[config.mk]
export PLATFORM = sky130hd
export DESIGN_NAME = urm_engine
export DESIGN_NICKNAME = d
export VERILOG_FILES = /design/src/design/urm_pkg.sv /design/src/design/urm_engine.sv
export SDC_FILE = /design/constraint.sdc
export NUM_CORES = 1
export LEC_CHECK = 0
export BUFFER_PORTS_ARGS = -buffer_cell sky130_fd_sc_hd__buf_2
export CORE_MARGIN = 1.5
export CORE_UTILIZATION = 50
export CTS_BUF_LIST = sky130_fd_sc_hd__clkbuf_2 sky130_fd_sc_hd__clkbuf_4 sky130_fd_sc_hd__clkbuf_8
export DETAILED_ROUTE_END_ITERATION = 12
export GPL_ROUTABILITY_DRIVEN = 0
export PLACE_DENSITY = 0.67
export SLEW_MARGIN = 15
export SYNTH_ARGS = -nofsm -noshare
export SYNTH_HDL_FRONTEND = slang
export SYNTH_SLANG_ARGS = --single-unit
[constraint.sdc]
create_clock -name clock -period 5.52 [get_ports clock]
set_input_delay 0 -clock clock [delete_from_list [all_inputs] [get_ports clock]]
set_output_delay 0 -clock clock [all_outputs]
set_load 0.005 [all_outputs]
[src/design/urm_pkg.sv]
// ----------------------------------------------------------------------------
// urm_pkg
// Shared types and constants for the UART register model: command codes,
// register offsets, control and status bit positions, and the request and
// response beat layouts.
// ----------------------------------------------------------------------------
package urm_pkg;

   // Command carried by a request beat
   typedef enum logic [1:0] {
      CMD_TICK  = 2'd0,
      CMD_WRITE = 2'd1,
      CMD_READ  = 2'd2,
      CMD_HOST  = 2'd3
   } cmd_type;

   // Register offsets in the file
   localparam logic [3:0] ADDR_SR   = 4'd0;
   localparam logic [3:0] ADDR_DR   = 4'd1;
   localparam logic [3:0] ADDR_BRR1 = 4'd2;
   localparam logic [3:0] ADDR_BRR2 = 4'd3;
   localparam logic [3:0] ADDR_CR1  = 4'd4;
   localparam logic [3:0] ADDR_CR2  = 4'd5;

   // Status and control bit positions
   localparam int unsigned SR_TXE_BIT      = 7;
   localparam int unsigned SR_TC_BIT       = 6;
   localparam int unsigned SR_RXNE_BIT     = 5;
   localparam int unsigned CR1_DISABLE_BIT = 5;
   localparam int unsigned CR2_TEN_BIT     = 3;
   localparam int unsigned CR2_REN_BIT     = 2;

   // Prescale counter ceiling
   localparam logic [16:0] PRESCALE_MAX = 17'h1FFFF;

   // Request beat
   typedef struct packed {
      cmd_type    cmd;
      logic [3:0] reg_addr;
      logic [7:0] write_data;
      logic [7:0] tick_cycles;
      logic [7:0] host_byte;
   } req_item_type;

   // Response beat
   typedef struct packed {
      logic [7:0] read_data;
      logic       tx_valid;
      logic [7:0] tx_byte;
      logic [7:0] status;
   } rsp_item_type;

endpackage

[src/design/urm_engine.sv]
// ----------------------------------------------------------------------------
// urm_engine
// Register file and UART frame state. Applies one request beat per cycle
// when step_valid is high and presents the matching response combinationally.
// ----------------------------------------------------------------------------
module urm_engine import urm_pkg::*; #(
   parameter int FRAME_BITS = 10,
   parameter int REG_COUNT  = 12
) (
   input  logic         clock,
   input  logic         reset,
   input  logic         step_valid,
   input  req_item_type step_item,
   output rsp_item_type step_result
);

   localparam int ADDR_W = $clog2(REG_COUNT);
   localparam logic [7:0] FRAME_LIMIT = 8'(FRAME_BITS);
   localparam logic [4:0] REG_LIMIT   = 5'(REG_COUNT);

   localparam logic [ADDR_W-1:0] SR_IDX   = ADDR_W'(ADDR_SR);
   localparam logic [ADDR_W-1:0] DR_IDX   = ADDR_W'(ADDR_DR);
   localparam logic [ADDR_W-1:0] BRR1_IDX = ADDR_W'(ADDR_BRR1);
   localparam logic [ADDR_W-1:0] BRR2_IDX = ADDR_W'(ADDR_BRR2);
   localparam logic [ADDR_W-1:0] CR1_IDX  = ADDR_W'(ADDR_CR1);
   localparam logic [ADDR_W-1:0] CR2_IDX  = ADDR_W'(ADDR_CR2);

   logic [7:0]  regfile_ff [REG_COUNT];
   logic [7:0]  regfile_in [REG_COUNT];
   logic [15:0] divisor_ff, divisor_in;
   logic [16:0] prescale_ff, prescale_in;
   logic        enabled_ff, enabled_in;
   logic        tx_en_ff, tx_en_in;
   logic        rx_en_ff, rx_en_in;
   logic [7:0]  tx_cnt_ff, tx_cnt_in;
   logic [7:0]  rx_cnt_ff, rx_cnt_in;
   logic        tx_busy_ff, tx_busy_in;
   logic        rx_busy_ff, rx_busy_in;
   logic        tx_full_ff, tx_full_in;
   logic [7:0]  tx_buf_ff, tx_buf_in;
   logic [7:0]  tx_shift_ff, tx_shift_in;
   logic        host_pend_ff, host_pend_in;
   logic [7:0]  host_byte_ff, host_byte_in;

   logic              addr_hit;
   logic [ADDR_W-1:0] addr_idx;
   logic [17:0]       sum_raw;
   logic [16:0]       sum_sat;
   logic              bit_done;
   logic [7:0]        tx_cnt_v;
   logic [7:0]        rx_cnt_v;
   logic              rx_busy_v;
   logic [7:0]        baud_lo;
   logic [7:0]        baud_hi;
   logic [7:0]        ctrl1;
   logic [7:0]        ctrl2;

   // Decode address and run the prescaler sum
   assign addr_hit = {1'b0, step_item.reg_addr} < REG_LIMIT;
   assign addr_idx = step_item.reg_addr[ADDR_W-1:0];
   assign sum_raw  = {1'b0, prescale_ff} + {10'd0, step_item.tick_cycles};
   assign sum_sat  = sum_raw[17] ? PRESCALE_MAX : sum_raw[16:0];
   assign bit_done = sum_sat >= {1'b0, divisor_ff};

   // Next state and response for one beat
   always_comb begin
      regfile_in   = regfile_ff;
      divisor_in   = divisor_ff;
      prescale_in  = prescale_ff;
      enabled_in   = enabled_ff;
      tx_en_in     = tx_en_ff;
      rx_en_in     = rx_en_ff;
      tx_cnt_in    = tx_cnt_ff;
      rx_cnt_in    = rx_cnt_ff;
      tx_busy_in   = tx_busy_ff;
      rx_busy_in   = rx_busy_ff;
      tx_full_in   = tx_full_ff;
      tx_buf_in    = tx_buf_ff;
      tx_shift_in  = tx_shift_ff;
      host_pend_in = host_pend_ff;
      host_byte_in = host_byte_ff;
      tx_cnt_v     = tx_cnt_ff;
      rx_cnt_v     = rx_cnt_ff;
      rx_busy_v    = rx_busy_ff;
      baud_lo      = regfile_ff[BRR1_IDX];
      baud_hi      = regfile_ff[BRR2_IDX];
      ctrl1        = regfile_ff[CR1_IDX];
      ctrl2        = regfile_ff[CR2_IDX];
      step_result  = '0;

      if (step_valid) begin
         case (step_item.cmd)
            CMD_TICK: begin
               if (enabled_ff) begin
                  if (!bit_done) begin
                     prescale_in = sum_sat;
                  end else begin
                     prescale_in = sum_sat - {1'b0, divisor_ff};
                     // advance bit counters, saturating
                     if (tx_en_ff && tx_cnt_ff != 8'hFF) begin
                        tx_cnt_v = tx_cnt_ff + 8'd1;
                     end
                     if (rx_en_ff && rx_cnt_ff != 8'hFF) begin
                        rx_cnt_v = rx_cnt_ff + 8'd1;
                     end
                     tx_cnt_in = tx_cnt_v;
                     // finish transmit frame, restart from buffer if full and transmit is enabled
                     if (tx_busy_ff && tx_cnt_v >= FRAME_LIMIT) begin
                        tx_busy_in           = 1'b0;
                        step_result.tx_valid = 1'b1;
                        step_result.tx_byte  = tx_shift_ff;
                        tx_cnt_in            = tx_cnt_v - FRAME_LIMIT;
                        if (tx_full_ff) begin
                           if (tx_en_ff) begin
                              tx_shift_in = tx_buf_ff;
                              tx_full_in  = 1'b0;
                              tx_busy_in  = 1'b1;
                              tx_cnt_in   = 8'd0;
                              regfile_in[SR_IDX][SR_TXE_BIT] = 1'b0;
                           end
                        end else begin
                           regfile_in[SR_IDX][SR_TXE_BIT] = 1'b1;
                           regfile_in[SR_IDX][SR_TC_BIT]  = 1'b1;
                        end
                     end
                     // start receive frame on a pending host byte
                     if (rx_en_ff && !rx_busy_ff && host_pend_ff) begin
                        rx_busy_v = 1'b1;
                        rx_cnt_v  = 8'd0;
                     end
                     // finish receive frame and deliver into DR
                     if (rx_busy_v && rx_cnt_v >= FRAME_LIMIT) begin
                        if (host_pend_ff) begin
                           regfile_in[DR_IDX] = host_byte_ff;
                           regfile_in[SR_IDX][SR_RXNE_BIT] = 1'b1;
                           host_pend_in = 1'b0;
                        end
                        rx_busy_v = 1'b0;
                        rx_cnt_v  = rx_cnt_v - FRAME_LIMIT;
                     end
                     rx_busy_in = rx_busy_v;
                     rx_cnt_in  = rx_cnt_v;
                  end
               end
            end
            CMD_WRITE: begin
               if (addr_hit) begin
                  regfile_in[addr_idx] = step_item.write_data;
                  // rebuild baud divisor
                  if (step_item.reg_addr == ADDR_BRR1 || step_item.reg_addr == ADDR_BRR2) begin
                     if (step_item.reg_addr == ADDR_BRR1) begin
                        baud_lo = step_item.write_data;
                     end else begin
                        baud_hi = step_item.write_data;
                     end
                     divisor_in  = {baud_hi[7:4], baud_lo, baud_hi[3:0]};
                     prescale_in = 17'd0;
                  end
                  // reload enables and clear frame state
                  if (step_item.reg_addr == ADDR_CR1 || step_item.reg_addr == ADDR_CR2) begin
                     if (step_item.reg_addr == ADDR_CR1) begin
                        ctrl1 = step_item.write_data;
                     end else begin
                        ctrl2 = step_item.write_data;
                     end
                     enabled_in = !ctrl1[CR1_DISABLE_BIT];
                     tx_en_in   = ctrl2[CR2_TEN_BIT];
                     rx_en_in   = ctrl2[CR2_REN_BIT];
                     tx_cnt_in  = 8'd0;
                     rx_cnt_in  = 8'd0;
                     rx_busy_in = 1'b0;
                     tx_full_in = 1'b0;
                  end
                  // fill transmit buffer, start a frame when idle
                  if (step_item.reg_addr == ADDR_DR) begin
                     tx_buf_in  = step_item.write_data;
                     tx_full_in = 1'b1;
                     if (!tx_busy_ff && tx_en_ff) begin
                        tx_shift_in = step_item.write_data;
                        tx_full_in  = 1'b0;
                        tx_busy_in  = 1'b1;
                        tx_cnt_in   = 8'd0;
                        regfile_in[SR_IDX][SR_TXE_BIT] = 1'b0;
                     end
                  end
               end
            end
            CMD_READ: begin
               if (addr_hit) begin
                  step_result.read_data = regfile_ff[addr_idx];
               end
            end
            CMD_HOST: begin
               // drop the byte if one is already pending
               if (!host_pend_ff) begin
                  host_pend_in = 1'b1;
                  host_byte_in = step_item.host_byte;
               end
            end
            default: begin
            end
         endcase
      end

      step_result.status = regfile_in[SR_IDX];
   end

   // Hold state, advance on each beat
   always_ff @(posedge clock) begin
      if (reset) begin
         for (int i = 0; i < REG_COUNT; i++) begin
            regfile_ff[i] <= 8'd0;
         end
         divisor_ff   <= 16'd0;
         prescale_ff  <= 17'd0;
         enabled_ff   <= 1'b1;
         tx_en_ff     <= 1'b0;
         rx_en_ff     <= 1'b0;
         tx_cnt_ff    <= 8'd0;
         rx_cnt_ff    <= 8'd0;
         tx_busy_ff   <= 1'b0;
         rx_busy_ff   <= 1'b0;
         tx_full_ff   <= 1'b0;
         tx_buf_ff    <= 8'd0;
         tx_shift_ff  <= 8'd0;
         host_pend_ff <= 1'b0;
         host_byte_ff <= 8'd0;
      end else begin
         regfile_ff   <= regfile_in;
         divisor_ff   <= divisor_in;
         prescale_ff  <= prescale_in;
         enabled_ff   <= enabled_in;
         tx_en_ff     <= tx_en_in;
         rx_en_ff     <= rx_en_in;
         tx_cnt_ff    <= tx_cnt_in;
         rx_cnt_ff    <= rx_cnt_in;
         tx_busy_ff   <= tx_busy_in;
         rx_busy_ff   <= rx_busy_in;
         tx_full_ff   <= tx_full_in;
         tx_buf_ff    <= tx_buf_in;
         tx_shift_ff  <= tx_shift_in;
         host_pend_ff <= host_pend_in;
         host_byte_ff <= host_byte_in;
      end
   end

endmodule

==> flow_summary.ini <==
[synthesis]
async_flop_share_pct = 0
synth_mux_area_share_pct = 15.3
synth-edff-count = 0
syn_area_um2 = 10200
syn_inst = 1203
synth-compound-area-share_pct = 18.4
synth_top_area_cell = dfxtp_1
synth_top_area_share_pct = 34.7
synth.most_common_cell = dfxtp_1
synth_common_cells = 176 x dfxtp_1, 148 x nor2_1, 124 x nand2_1, 95 x mux2i_1, 88 x a21oi_1
synth-adder-area-share_pct = 3.84
synth-xor-area-share_pct = 2.41
syn_area_per_cell_um2 = 8.45
yosysSeqAreaShare_pct = 34.7
yosys_warnings = 0
synth_top_family_by_area = simple AND/OR/NAND/NOR gates
synth_fp_nets = 1266
synth.distinct_cells = 76
ys.flop_type = dfxtp_1
synthTopCellsByArea = dfxtp_1 35%, mux2i_1 9.4%, nor2_1 5.5%
synthSimpleGateAreaFrac_pct = 20.4
synth-seq-cells = 176

[sta]
fin_tns_setup_ns = 0
post-route-min-period_ns = 5.05
max_slew.worst_pin.slew_ns = 1.06
whs_ns = 0.0637
fin_skew_ns = 0.0129
rsz0062_at_grt = no
slew_headroom_pct = 28.7
max_freq_ghz = 0.198
setup_viol = 0
finalMaxSlewViolations = 0
post-route-period-util_pct = 91.5
hold_viol_final = 0

[flow_run]
cap_violations = 0

[min_path]
hp-class = primary input to flip-flop

[cells_and_area]
syn_to_final_growth_pct = 10.5
n_antenna_cell = 0
stdcell_area_um2 = 11200
drive_gt1_share_pct = 11.8
fin_nets = 1301
fillers = 1789

[placement]
dpl-instance-area_um2 = 10500
dp_hpwl_mm = 18.4
numPortBuffers = 57

[critical_path]
worst-path-buf-inv = 1
cp_max_fo = 11
end_kind = output pin
worstSetupPathType = flip-flop to output pin
worst_path_max_delay_cell = a2111o_1
critPathTopFamily = compound AO/OA/AOI/OAI gates
cp_cell_sequence = ha_1 -> a21oi_1 -> o211ai_1 -> o41a_1 -> o21a_1 -> nand2_2 -> nand2_1 -> ha_1 -> a21o_1 -> a31oi_1 -> and2_1 -> a21oi_1 -> o211ai_4 -> a2111o_1 -> or3_1 -> nand3_1 -> buf_2
cp_data_arrival_time_ns = 5.05
critPathRequiredTime_ns = 5.52
cpPeakStageDelay_ns = 0.48
worstSetupStartpointType = flip-flop

[detailed_routing]
viasPerCell = 5.92
drcViolationCount = 0
ant_nets = 0
wire_per_inst_um = 17.8
routed_wl_mm = 26.9
dr_total_vias = 8976
first_pass_iters = 5
drt-initial-drc-count = 849

[cts]
cts_setup_buffers = 0
cts.sinks = 176
cts_tree = yes
clk_latency_ns = 0.47
clk_pin_slew_ns = 0.10
clockBufferDepth = 2
clockRootBuffer = clkbuf_8
cts_inserted_buffers = 17
h-tree-depth = 4

[power]
ir_worst_vdd_v = 0.000171
power_density_nw_per_um2 = 275
p_leak_nw = 4.50
totalPowerFinal_mw = 3.09

[global_routing]
grt_max_degree = 104
grt_pass1_vias = 8362
grt_usage_pct = 25.4
grt_pass1_wl_mm = 43.7
antenna_found_initial = 0
grt_overflow = 0

[die]
start_util_pct = 51.6
coreArea_um2 = 19700
die_area_um2 = 21200
die_h_um = 146
num_rows = 51
io_pins = 58
die_w_um = 146

[outcome]
status = finished, final reports clean
## tightest hold or removal path: cells and delay by family
| family | cells | cell delay, ns |
|---|---|---|
| AND/OR/NAND/NOR | 2 | 0.13 |
| buffers and inverters | 1 | 0.25 |
| AO/OA/AOI/OAI | 1 | 0.10 |
## report_power, final
part,total [mW],switching (mW),leakage [nW],internal (mW)
combinational,0.881,0.530,2.88,0.350
clock,0.898,0.553,0.204,0.345
sequential,1.32,0.0228,1.42,1.29
total,3.09,1.11,4.50,1.99
## routing by layer
metal / vias to the layer above / part of all wire (%) / GRT usage (%)
met3: 46 / 5.3 / 3.39
met1: 4252 / 46 / 35.4
li1: 4389 / - / -
met5: - / 0 / 0
met4: 0 / 2.4 / 8.27
met2: 289 / 46 / 40.9
## logic make-up after synthesis
| logic type | count (synthesis) |
|---|---|
| multiplexers | 125 |
| flip-flops | 176 |
| adder cells (fa/ha/maj) | 30 |
| XOR/XNOR | 28 |
| buffers and inverters | 121 |
| AND/OR/NAND/NOR | 446 |
| AO/OA/AOI/OAI | 277 |
## path summary, 6_finish.rpt
| kind | start | endpoint | slack, ns | cells past startpoint |
|---|---|---|---|---|
| setup / recovery | prescale_ff[1] | step_result[7] | 0.47 | 17 |
| hold / removal | step_item[28] | regfile_ff[93] | 0.06 | 4 |
| setup reg to reg | prescale_ff[1] | rx_cnt_ff[0] | 0.68 | 16 |
| hold reg to reg | divisor_ff[12] | divisor_ff[12] | 0.45 | 2 |
## cells in the final DEF (no fill, tap or decap), types with 5 or more instances in the layout
cell           count
dfxtp_1          176
nor2_1           148
nand2_1          123
mux2i_1           95
a21oi_1           88
buf_2             56
o21ai_0           41
inv_1             39
nand3_1           36
dlygate4sd3_1     32
nor3_1            30
ha_1              28
and2_1            25
mux4_2            24
clkbuf_8          17
nand2b_1          14
xor2_1            14
xnor2_1           14
a22o_1            14
a21o_1            13
a31oi_1           13
o22ai_1           13
nand4_1           11
or3_1             11
nor2b_1           11
a311oi_1          10
buf_4             10
o21a_1             9
and4_1             8
and3_1             8
o22a_1             8
o221ai_1           7
mux2_2             6
a211oi_1           5
a41oi_1            5
nor4_1             5
## what timing repair did
item	in CTS	in global routing
hold endpoints to repair	51	0
endpoints found under the setup margin	0	12
resized for setup	0	3
hold buffers	32	0
## layout make-up
class	instances	area [um2]	share of cell area, %
multi-input cells	906	6160	54.8
flip-flops and latches	176	3520	31.4
repair buffers	98	676	6.01
well taps	265	332	2.95
clock buffers	17	234	2.08
clock inverters	15	164	1.46
inverters	39	146	1.30
## through the flow
step | util [%] | setup WS (ns) | std cells
2_1_floorplan | - | 1.42 | 1203
3_3_place_gp | 53.3 | 0.656 | 1452
4_1_cts | 56.9 | 0.213 | 1516
3_5_place_dp | 53.3 | 0.493 | 1452
6_report | 57.0 | 0.469 | 1516
5_1_grt | 57.0 | 0.126 | 1516
(Power assumes the default switching activity.)
